==> src/rtl/core/slcd_pkg.sv <==
// ----------------------------------------------------------------------------
// slcd_pkg: shared types and codes for the serial line command decoder
// Token format between the byte front end and the line parser, the result
// format and the command codes.
// ----------------------------------------------------------------------------
`default_nettype none

package slcd_pkg;

  localparam logic [7:0] CHAR_LF    = 8'd10;
  localparam logic [7:0] CHAR_CR    = 8'd13;
  localparam logic [7:0] CHAR_NUL   = 8'd0;

  localparam logic [7:0] SPEED_LIMIT_RST = 8'd20;

  // result codes
  localparam logic [3:0] CMD_STATUS      = 4'd0;
  localparam logic [3:0] CMD_FAULT_CLEAR = 4'd1;
  localparam logic [3:0] CMD_SPEED_SET   = 4'd2;
  localparam logic [3:0] CMD_SPEED_RANGE = 4'd3;
  localparam logic [3:0] CMD_MODE_ECO    = 4'd4;
  localparam logic [3:0] CMD_MODE_NORMAL = 4'd5;
  localparam logic [3:0] CMD_MODE_SPORT  = 4'd6;
  localparam logic [3:0] CMD_MODE_BAD    = 4'd7;
  localparam logic [3:0] CMD_UNKNOWN     = 4'd8;

  typedef enum logic [1:0] {
    TOK_CHAR,   // byte appended to the line
    TOK_END,    // newline: decode the line
    TOK_CLEAR   // overflow: line restarts, no result
  } tok_kind_e;

  typedef struct packed {
    tok_kind_e  kind;
    logic [7:0] data;
  } tok_t;

  typedef struct packed {
    logic [3:0] code;
    logic [7:0] speed;
  } res_t;

endpackage

`default_nettype wire

==> src/rtl/core/slcd_fifo.sv <==
// ----------------------------------------------------------------------------
// slcd_fifo: small register queue
// Register-based first-in first-out buffer with full and empty flags.
// ----------------------------------------------------------------------------
`default_nettype none

module slcd_fifo #(
  parameter int unsigned WIDTH = 8,
  parameter int unsigned DEPTH = 2
) (
  input  wire logic             clk_i,
  input  wire logic             rst_ni,
  input  wire logic             wr_i,
  input  wire logic [WIDTH-1:0] wdata_i,
  output logic                  full_o,
  input  wire logic             rd_i,
  output logic      [WIDTH-1:0] rdata_o,
  output logic                  empty_o
);

  localparam int unsigned PW = (DEPTH > 1) ? $clog2(DEPTH) : 1;
  localparam int unsigned CW = $clog2(DEPTH + 1);

  logic [WIDTH-1:0] mem_q [DEPTH];
  logic [PW-1:0]    wptr_q, wptr_d, rptr_q, rptr_d;
  logic [CW-1:0]    cnt_q, cnt_d;
  logic             do_wr, do_rd;

  assign full_o  = (cnt_q == CW'(DEPTH));
  assign empty_o = (cnt_q == '0);
  assign do_wr   = wr_i && !full_o;
  assign do_rd   = rd_i && !empty_o;
  assign rdata_o = mem_q[rptr_q];

  always_comb begin
    wptr_d = wptr_q;
    rptr_d = rptr_q;
    cnt_d  = cnt_q;
    if (do_wr) begin
      wptr_d = (wptr_q == PW'(DEPTH - 1)) ? '0 : wptr_q + PW'(1);
    end
    if (do_rd) begin
      rptr_d = (rptr_q == PW'(DEPTH - 1)) ? '0 : rptr_q + PW'(1);
    end
    if (do_wr && !do_rd) begin
      cnt_d = cnt_q + CW'(1);
    end else if (do_rd && !do_wr) begin
      cnt_d = cnt_q - CW'(1);
    end
  end

  always_ff @(posedge clk_i or negedge rst_ni) begin
    if (!rst_ni) begin
      wptr_q <= '0;
      rptr_q <= '0;
      cnt_q  <= '0;
    end else begin
      wptr_q <= wptr_d;
      rptr_q <= rptr_d;
      cnt_q  <= cnt_d;
    end
  end

  always_ff @(posedge clk_i) begin
    if (do_wr) begin
      mem_q[wptr_q] <= wdata_i;
    end
  end

endmodule

`default_nettype wire

==> src/rtl/core/slcd_front.sv <==
// ----------------------------------------------------------------------------
// slcd_front: byte classifier and line length tracker
// Drops carriage returns, counts stored bytes, and turns each byte into a
// token for the parser: append, end of line, or overflow restart.
// ----------------------------------------------------------------------------
`default_nettype none

module slcd_front
  import slcd_pkg::*;
#(
  parameter int unsigned LINE_MAX = 64
) (
  input  wire logic       clk_i,
  input  wire logic       rst_ni,
  input  wire logic       acc_i,
  input  wire logic [7:0] byte_i,
  output logic            tok_wr_o,
  output tok_t            tok_o
);

  localparam int unsigned LW = $clog2(LINE_MAX);

  logic [LW-1:0] len_q, len_d;

  always_comb begin
    len_d      = len_q;
    tok_wr_o   = 1'b0;
    tok_o.kind = TOK_CHAR;
    tok_o.data = byte_i;
    if (acc_i) begin
      priority if (byte_i == CHAR_LF) begin
        len_d      = '0;
        tok_wr_o   = 1'b1;
        tok_o.kind = TOK_END;
      end else if (byte_i == CHAR_CR) begin
        len_d = len_q;
      end else if (len_q < LW'(LINE_MAX - 1)) begin
        len_d    = len_q + LW'(1);
        tok_wr_o = 1'b1;
      end else begin
        // overflow: byte dropped, line restarts
        len_d      = '0;
        tok_wr_o   = 1'b1;
        tok_o.kind = TOK_CLEAR;
      end
    end
  end

  always_ff @(posedge clk_i or negedge rst_ni) begin
    if (!rst_ni) begin
      len_q <= '0;
    end else begin
      len_q <= len_d;
    end
  end

endmodule

`default_nettype wire

==> src/rtl/core/slcd_back.sv <==
// ----------------------------------------------------------------------------
// slcd_back: streaming line parser
// Matches keywords, parses the speed argument one token per cycle (a newline
// waits on a full result queue), emits one result per non-empty line at end.
// ----------------------------------------------------------------------------
`default_nettype none

module slcd_back
  import slcd_pkg::*;
(
  input  wire logic       clk_i,
  input  wire logic       rst_ni,
  input  wire logic [7:0] speed_limit_i,
  input  wire logic       tok_empty_i,
  input  wire tok_t       tok_i,
  output logic            tok_rd_o,
  input  wire logic       res_full_i,
  output logic            res_wr_o,
  output res_t            res_o
);

  localparam logic [8*11-1:0] KW_STATUS = 88'("status");
  localparam logic [8*11-1:0] KW_FAULT  = 88'("fault clear");
  localparam logic [8*11-1:0] KW_SPEED  = 88'("set speed");
  localparam logic [8*11-1:0] KW_MODE   = 88'("set mode");
  localparam logic [8*11-1:0] KW_ECO    = 88'("eco");
  localparam logic [8*11-1:0] KW_NORMAL = 88'("normal");
  localparam logic [8*11-1:0] KW_SPORT  = 88'("sport");

  localparam logic [9:0] SPEED_SAT = 10'd999;

  // speed argument parse phase
  localparam logic [1:0] ARG_WS  = 2'd0;
  localparam logic [1:0] ARG_DIG = 2'd1;
  localparam logic [1:0] ARG_END = 2'd2;

  // character idx of a right-aligned keyword of length len
  function automatic logic [7:0] kw_byte(input logic [8*11-1:0] kw,
                                         input logic [3:0] len,
                                         input logic [3:0] idx);
    logic [3:0]      sh;
    logic [8*11-1:0] v;
    sh = len - 4'd1 - idx;
    v  = kw >> {sh, 3'b000};
    return v[7:0];
  endfunction

  logic [3:0] pos_q, pos_d;      // effective length, saturating
  logic       zero_q, zero_d;    // NUL seen: rest of line ignored
  logic       st_q, st_d, fc_q, fc_d, sp_q, sp_d, md_q, md_d;
  logic [1:0] arg_q, arg_d;
  logic       neg_q, neg_d;
  logic [9:0] mag_q, mag_d;
  logic       mskip_q, mskip_d;
  logic [2:0] mpos_q, mpos_d;
  logic       eco_q, eco_d, nrm_q, nrm_d, spt_q, spt_d;
  logic       mres_v_q, mres_v_d;
  logic [3:0] mres_q, mres_d;

  logic [7:0]  c;
  logic [3:0]  dig;
  logic        is_dig, is_ws, clear_line;
  logic [13:0] mag_nx;
  res_t        dec;

  assign c      = tok_i.data;
  assign dig    = c[3:0];
  assign is_dig = (c >= "0") && (c <= "9");
  assign is_ws  = (c == " ") || ((c >= 8'd9) && (c <= 8'd13));
  assign mag_nx = 14'(mag_q) * 14'd10 + 14'(dig);

  // line decode from the parse state
  always_comb begin
    dec.code  = CMD_UNKNOWN;
    dec.speed = '0;
    priority if (st_q && pos_q == 4'd6) begin
      dec.code = CMD_STATUS;
    end else if (fc_q && pos_q == 4'd11) begin
      dec.code = CMD_FAULT_CLEAR;
    end else if (sp_q && pos_q >= 4'd9) begin
      if ((neg_q && mag_q != '0) || (mag_q > {2'b00, speed_limit_i})) begin
        dec.code = CMD_SPEED_RANGE;
      end else begin
        dec.code  = CMD_SPEED_SET;
        dec.speed = mag_q[7:0];
      end
    end else if (md_q && pos_q >= 4'd8) begin
      dec.code = mres_v_q ? mres_q : CMD_MODE_BAD;
    end else begin
      dec.code = CMD_UNKNOWN;
    end
  end

  always_comb begin
    pos_d    = pos_q;
    zero_d   = zero_q;
    st_d     = st_q;
    fc_d     = fc_q;
    sp_d     = sp_q;
    md_d     = md_q;
    arg_d    = arg_q;
    neg_d    = neg_q;
    mag_d    = mag_q;
    mskip_d  = mskip_q;
    mpos_d   = mpos_q;
    eco_d    = eco_q;
    nrm_d    = nrm_q;
    spt_d    = spt_q;
    mres_v_d = mres_v_q;
    mres_d   = mres_q;
    tok_rd_o   = 1'b0;
    res_wr_o   = 1'b0;
    res_o      = dec;
    clear_line = 1'b0;

    if (!tok_empty_i) begin
      unique case (tok_i.kind)
        TOK_CHAR: begin
          tok_rd_o = 1'b1;
          if (!zero_q && c == CHAR_NUL) begin
            zero_d = 1'b1;
          end else if (!zero_q) begin
            pos_d = (pos_q == 4'hF) ? pos_q : pos_q + 4'd1;
            st_d  = st_q && (pos_q < 4'd6) && (c == kw_byte(KW_STATUS, 4'd6, pos_q));
            fc_d  = fc_q && (pos_q < 4'd11) && (c == kw_byte(KW_FAULT, 4'd11, pos_q));
            if (pos_q < 4'd9) begin
              sp_d = sp_q && (c == kw_byte(KW_SPEED, 4'd9, pos_q));
            end else if (sp_q) begin
              unique case (arg_q)
                ARG_WS: begin
                  priority if (is_ws) begin
                    arg_d = ARG_WS;
                  end else if (c == "+" || c == "-") begin
                    neg_d = (c == "-");
                    arg_d = ARG_DIG;
                  end else if (is_dig) begin
                    mag_d = 10'(dig);
                    arg_d = ARG_DIG;
                  end else begin
                    arg_d = ARG_END;
                  end
                end
                ARG_DIG: begin
                  if (is_dig) begin
                    mag_d = (mag_nx > 14'(SPEED_SAT)) ? SPEED_SAT : mag_nx[9:0];
                  end else begin
                    arg_d = ARG_END;
                  end
                end
                default: begin
                  arg_d = ARG_END;
                end
              endcase
            end
            if (pos_q < 4'd8) begin
              md_d = md_q && (c == kw_byte(KW_MODE, 4'd8, pos_q));
            end else if (md_q && !mres_v_q && !(mskip_q && c == " ")) begin
              mskip_d = 1'b0;
              mpos_d  = (mpos_q == 3'd7) ? mpos_q : mpos_q + 3'd1;
              eco_d   = eco_q && (mpos_q < 3'd3) &&
                        (c == kw_byte(KW_ECO, 4'd3, {1'b0, mpos_q}));
              nrm_d   = nrm_q && (mpos_q < 3'd6) &&
                        (c == kw_byte(KW_NORMAL, 4'd6, {1'b0, mpos_q}));
              spt_d   = spt_q && (mpos_q < 3'd5) &&
                        (c == kw_byte(KW_SPORT, 4'd5, {1'b0, mpos_q}));
              priority if (eco_d && mpos_q == 3'd2) begin
                mres_v_d = 1'b1;
                mres_d   = CMD_MODE_ECO;
              end else if (nrm_d && mpos_q == 3'd5) begin
                mres_v_d = 1'b1;
                mres_d   = CMD_MODE_NORMAL;
              end else if (spt_d && mpos_q == 3'd4) begin
                mres_v_d = 1'b1;
                mres_d   = CMD_MODE_SPORT;
              end else begin
                mres_v_d = 1'b0;
              end
            end
          end
        end
        TOK_END: begin
          if (!res_full_i) begin
            tok_rd_o   = 1'b1;
            res_wr_o   = (pos_q != '0);
            clear_line = 1'b1;
          end
        end
        TOK_CLEAR: begin
          tok_rd_o   = 1'b1;
          clear_line = 1'b1;
        end
        default: begin
          tok_rd_o = 1'b1;
        end
      endcase
    end

    if (clear_line) begin
      pos_d    = '0;
      zero_d   = 1'b0;
      st_d     = 1'b1;
      fc_d     = 1'b1;
      sp_d     = 1'b1;
      md_d     = 1'b1;
      arg_d    = ARG_WS;
      neg_d    = 1'b0;
      mag_d    = '0;
      mskip_d  = 1'b1;
      mpos_d   = '0;
      eco_d    = 1'b1;
      nrm_d    = 1'b1;
      spt_d    = 1'b1;
      mres_v_d = 1'b0;
      mres_d   = CMD_MODE_BAD;
    end
  end

  always_ff @(posedge clk_i or negedge rst_ni) begin
    if (!rst_ni) begin
      pos_q    <= '0;
      zero_q   <= 1'b0;
      st_q     <= 1'b1;
      fc_q     <= 1'b1;
      sp_q     <= 1'b1;
      md_q     <= 1'b1;
      arg_q    <= ARG_WS;
      neg_q    <= 1'b0;
      mag_q    <= '0;
      mskip_q  <= 1'b1;
      mpos_q   <= '0;
      eco_q    <= 1'b1;
      nrm_q    <= 1'b1;
      spt_q    <= 1'b1;
      mres_v_q <= 1'b0;
      mres_q   <= CMD_MODE_BAD;
    end else begin
      pos_q    <= pos_d;
      zero_q   <= zero_d;
      st_q     <= st_d;
      fc_q     <= fc_d;
      sp_q     <= sp_d;
      md_q     <= md_d;
      arg_q    <= arg_d;
      neg_q    <= neg_d;
      mag_q    <= mag_d;
      mskip_q  <= mskip_d;
      mpos_q   <= mpos_d;
      eco_q    <= eco_d;
      nrm_q    <= nrm_d;
      spt_q    <= spt_d;
      mres_v_q <= mres_v_d;
      mres_q   <= mres_d;
    end
  end

endmodule

`default_nettype wire

==> src/rtl/core/serial_line_command_decoder_top.sv <==
// ----------------------------------------------------------------------------
// serial_line_command_decoder_top: text command decoder for a serial line
// Collects received bytes into lines and decodes each finished line into a
// command code and, for a speed command, its value.
// ----------------------------------------------------------------------------
//
//  channel   | direction | handshake              | payload
//  ----------+-----------+------------------------+---------------------------
//  rx byte   | in        | push / full            | rx_byte_i
//  command   | out       | empty / pop            | command_code_o, speed_value_o
//  config    | in        | cfg_valid / cfg_ready  | cfg_data_i (speed limit)
//
//  A byte request is classified in its accepting cycle and written to the
//  token queue; the parser takes one token per cycle while it does not stall,
//  so a byte can be pushed every cycle while full is low.
//  A newline passes through the token queue to the parser, which writes its
//  result into the result queue, where it can be popped.
//  The parser stalls on a newline while the two-entry result queue is full;
//  the two-entry token queue then fills and raises full.
//  Reset clears both queues, the line count and the parser; the speed limit
//  returns to 20. No clearing pass is needed.
// ----------------------------------------------------------------------------
`default_nettype none

module serial_line_command_decoder_top
  import slcd_pkg::*;
#(
  parameter int unsigned LINE_MAX = 64
) (
  input  wire logic       clk_i,
  input  wire logic       rst_ni,
  // byte input queue side
  input  wire logic       push,
  output logic            full,
  input  wire logic [7:0] rx_byte_i,
  // result queue side
  output logic            empty,
  input  wire logic       pop,
  output logic [3:0]      command_code_o,
  output logic [7:0]      speed_value_o,
  // speed limit register write
  input  wire logic       cfg_valid,
  output logic            cfg_ready,
  input  wire logic [7:0] cfg_data_i
);

  tok_t       tok_in, tok_out;
  res_t       res_in, res_out;
  logic       tok_wr, tok_full, tok_empty, tok_rd;
  logic       res_wr, res_full;
  logic       accept;
  logic [7:0] speed_limit_q;

  // register writes are always taken
  assign cfg_ready = 1'b1;

  always_ff @(posedge clk_i or negedge rst_ni) begin
    if (!rst_ni) begin
      speed_limit_q <= SPEED_LIMIT_RST;
    end else if (cfg_valid && cfg_ready) begin
      speed_limit_q <= cfg_data_i;
    end
  end

  assign full   = tok_full;
  assign accept = push && !tok_full;

  // front end: CR drop, line length, overflow
  slcd_front #(
    .LINE_MAX (LINE_MAX)
  ) u_front (
    .clk_i    (clk_i),
    .rst_ni   (rst_ni),
    .acc_i    (accept),
    .byte_i   (rx_byte_i),
    .tok_wr_o (tok_wr),
    .tok_o    (tok_in)
  );

  // decouples front end from parser
  slcd_fifo #(
    .WIDTH ($bits(tok_t)),
    .DEPTH (2)
  ) u_tok_fifo (
    .clk_i   (clk_i),
    .rst_ni  (rst_ni),
    .wr_i    (tok_wr),
    .wdata_i (tok_in),
    .full_o  (tok_full),
    .rd_i    (tok_rd),
    .rdata_o (tok_out),
    .empty_o (tok_empty)
  );

  // streaming keyword match and argument parse
  slcd_back u_back (
    .clk_i         (clk_i),
    .rst_ni        (rst_ni),
    .speed_limit_i (speed_limit_q),
    .tok_empty_i   (tok_empty),
    .tok_i         (tok_out),
    .tok_rd_o      (tok_rd),
    .res_full_i    (res_full),
    .res_wr_o      (res_wr),
    .res_o         (res_in)
  );

  // finished results wait here for pop
  slcd_fifo #(
    .WIDTH ($bits(res_t)),
    .DEPTH (2)
  ) u_res_fifo (
    .clk_i   (clk_i),
    .rst_ni  (rst_ni),
    .wr_i    (res_wr),
    .wdata_i (res_in),
    .full_o  (res_full),
    .rd_i    (pop),
    .rdata_o (res_out),
    .empty_o (empty)
  );

  assign command_code_o = res_out.code;
  assign speed_value_o  = res_out.speed;

endmodule

`default_nettype wire
==> config.mk <==
export PLATFORM = sky130hd
export DESIGN_NAME = serial_line_command_decoder_top
export DESIGN_NICKNAME = d
export VERILOG_FILES = /design/src/rtl/core/slcd_pkg.sv /design/src/rtl/core/slcd_fifo.sv /design/src/rtl/core/slcd_front.sv /design/src/rtl/core/slcd_back.sv /design/src/rtl/core/serial_line_command_decoder_top.sv
export SDC_FILE = /design/constraint.sdc
export NUM_CORES = 1
export LEC_CHECK = 0
export BUFFER_PORTS_ARGS = -buffer_cell sky130_fd_sc_hd__buf_2
export CORE_MARGIN = 2
export CORE_UTILIZATION = 40
export CTS_CLUSTER_DIAMETER = 80
export DETAILED_ROUTE_END_ITERATION = 7
export HOLD_SLACK_MARGIN = 0.1
export REMOVE_ABC_BUFFERS = 1
export SLEW_MARGIN = 20
export SYNTH_ARGS = -nofsm -noshare
export SYNTH_HDL_FRONTEND = slang
export SYNTH_HIERARCHICAL = 1
export SYNTH_SLANG_ARGS = --single-unit
==> constraint.sdc <==
create_clock -name clk_i -period 4.29 [get_ports clk_i]
set_input_delay 0.429 -clock clk_i [delete_from_list [all_inputs] [get_ports clk_i]]
set_output_delay 0.429 -clock clk_i [all_outputs]
set_load 0.005 [all_outputs]
==> out/qor.yml <==
status: "finished, final reports clean"
slew_viol_final: 0
grt_setup_unrepaired: "no"
clock-root-buffer: "clkbuf_16"
cts_buffers: 9
start_util: 0.408
clk_latency_ps: 360
die_x_um: 139
die_area_um2: 19400
htreeDepth: 3
clock_sink_count: 98
yosysSeqAreaShare: 0.367
stdcell_area_um2: 7920
cts_buffer_depth: 2
drt_iter0_drc: 361
yosys_warnings: 6
path_class: "reg2reg"
power_density_nw_per_um2: 577
vdd_drop_max_mv: 0.356
layout-drive-gt1-share: 0.161
postPlaceCellArea_um2: 7630
synth_top_flop_cell: "edfxtp_1"
async_reset_ff_frac: 0.551
clkTransAtPathRegs_ps: 70
cts_tree: "done"
hold_depth: 1
syn_avg_cell_area_um2: 9.88
cp_max_fo: 11
area_growth_pct: 8.07
ios: 36
finalSetupTns_ps: 0
p_sw_w: 0.00194
period_share: 0.827
fin_crit_ps: 3550
fillers: 1743
drc: 0
maxSlewHeadroom: 0.406
clockPowerShare: 0.171
crit_path_end_kind: "flop"
start_kind: "flop"
critPathArrivalTime_ps: 3780
num_rows: 49
power_frac_comb: 0.502
cts_resized: 0
r2r_cells: 10
required_ps: 4520
viasPerCell: 5.49
p_int_w: 0.00263
tightest_slew_ps: 887
grt_max_degree: 33
grt_pass1_wl_um: 28100
synth_seq_cells: 98
core_area_um2: 18000
io_buffers: 34
syn_inst: 742
setup_viol: 0
grtUsageTotal: 0.178
diodes: 0
gp_congestion: 0.821
cap_viol_max_count: 0
hold_class: "in2reg"
clock_skew_ps: 9.43
wl_um: 16600
swShare: 0.425
grt_pass1_vias: 5424
dr.pass1.iters: 6
synth_cell_types: 91
vias: 5488
fin_nets: 852
total_leakage_power_nw: 3.33
antenna_found_initial: 0
clock.fmax_mhz: 282
grt_overflow_total: 0
dieHeight_um: 139
seqPwrFrac: 0.327
ant_nets: 0
wire_per_inst_um: 16.7
syn_area_um2: 7330
hpwl_um: 11900
hold_viol: 0
synth_edf_count: 44
final timing paths:
path	startpoint	slack, ps	end
worst min-delay path	rx_byte_i[4]	280	u_tok_fifo/mem_q[1][4]$_DFFE_PP_
worst max-delay path	u_tok_fifo/rptr_q$_DFFE_PN0P_	740	u_back/mag_q[1]$_DFFE_PN0P_
min in group asynchronous	rst_ni	590	u_front/len_q[1]$_DFFE_PN0P_
max in group asynchronous	rst_ni	2810	u_back/eco_q$_DFFE_PN1P_
worst max register to register	u_tok_fifo/rptr_q$_DFFE_PN0P_	740	u_back/mag_q[1]$_DFFE_PN0P_
worst min register to register	u_back/mskip_q$_DFFE_PN1P_	470	u_back/mskip_q$_DFFE_PN1P_
critical path, cell delays in order, from the launching register on:
cell	delay (ps)
dfrtp_1	650
mux2_1	400
ha_1	260
fa_1	500
a21oi_1	450
nor2_1	150
a211oi_1	240
mux2i_1	160
a211oi_4	310
a311o_1	240
a21oi_1	70
synthesized netlist by cell type (17+ instances only):
| master | count | area [µm²] |
|---|---|---|
| xnor2_1 | 23 | 201 |
| inv_1 | 44 | 165 |
| nand2_1 | 42 | 158 |
| edfxtp_1 | 44 | 1320 |
| nand3_1 | 22 | 110 |
| a21oi_1 | 49 | 245 |
| ha_1 | 64 | 801 |
| mux2_4 | 17 | 255 |
| nor2_1 | 64 | 240 |
| dfrtp_1 | 42 | 1050 |
| o21ai_0 | 33 | 165 |
| xor2_1 | 27 | 236 |
per-layer routing:
metal  track usage  wire length, µm  vias up
met5             0                0        -
met4        0.0617              290        0
met3        0.0248              501       18
met2         0.282             7740       93
met1         0.249             8120     2664
li1              -                -     2713
placed cells by master (no fill, tap or decap), types with 6 or more instances in the layout:
master / count
a21oi_1: 49
nand2b_1: 12
o21a_1: 6
nand2_1: 42
a31oi_1: 11
nor4_1: 9
buf_2: 34
o21ai_0: 33
dfstp_2: 12
buf_4: 13
ha_1: 64
edfxtp_1: 44
nor2_1: 64
xor2_1: 27
nand3_1: 22
nor3_1: 13
inv_1: 44
nor3b_1: 7
mux2_1: 12
xnor2_1: 23
clkbuf_16: 9
dfrtp_1: 42
o211ai_1: 6
nand4_1: 10
nor2b_1: 9
and2_1: 12
mux2i_1: 9
a211oi_1: 8
mux2_4: 17
or3_1: 6
power by group through the flow:
stage / logic [W] / clock network [W] / registers, W
2_1_floorplan: 0.00168 / 0 / 0.00145
3_3_place_gp: 0.00225 / 0 / 0.00152
3_5_place_dp: 0.00228 / 0 / 0.00152
4_1_cts: 0.00229 / 0.000796 / 0.00150
5_1_grt: 0.00257 / 0.000832 / 0.00154
6_report: 0.00230 / 0.000781 / 0.00150
stage by stage:
step                setup WS, ps  total power (W)  hold slack, ps   util  std cells
floorplan                    924          0.00313             133      -        706
global placement             898          0.00377             446  0.425        982
detailed placement           790          0.00380             448  0.425        982
CTS                          773          0.00459             265  0.441        999
global route                 468          0.00495             270  0.441        999
finish                       740          0.00457             282  0.441        999
area by class of cell:
type / instances / area (µm²) / area share
Multi-Input combinational cell: 563 / 4220 / 0.533
Sequential cell: 98 / 2690 / 0.339
Tap cell: 229 / 287 / 0.0362
Timing Repair Buffer: 48 / 278 / 0.0351
Clock buffer: 10 / 239 / 0.0302
Inverter: 45 / 169 / 0.0213
Clock inverter: 6 / 41.3 / 0.00521
sequential cells by signal (all words and copies together), names as in the netlist, 2 cells and up:
signal            count
u_front/len_q         6
u_back/pos_q          4
u_back/mag_q         10
speed_limit_q         8
u_back/mpos_q         3
u_res_fifo/mem_q     24
u_tok_fifo/mem_q     20
u_tok_fifo/cnt_q      2
u_back/arg_q          2
u_back/mres_q         2
u_res_fifo/cnt_q      2
what timing repair did:
item                      CTS  global route
buffers inserted            0             0
hold buffers                1             0
hold endpoints to repair   20             0
cell families (layout without fill, tap and decap cells):
family | after synthesis | in the layout | share of synthesized area
other | 1 | 1 | 0.000512
buffers and inverters | 81 | 109 | 0.0575
adders and majority gates | 66 | 66 | 0.115
muxes | 40 | 40 | 0.0686
DFF | 98 | 98 | 0.367
AOI/OAI and AO/OA | 167 | 167 | 0.153
xor gates and xnor gates | 53 | 53 | 0.0695
and+or+nand+nor | 236 | 236 | 0.169
Power figures use the tool's default switching activity.
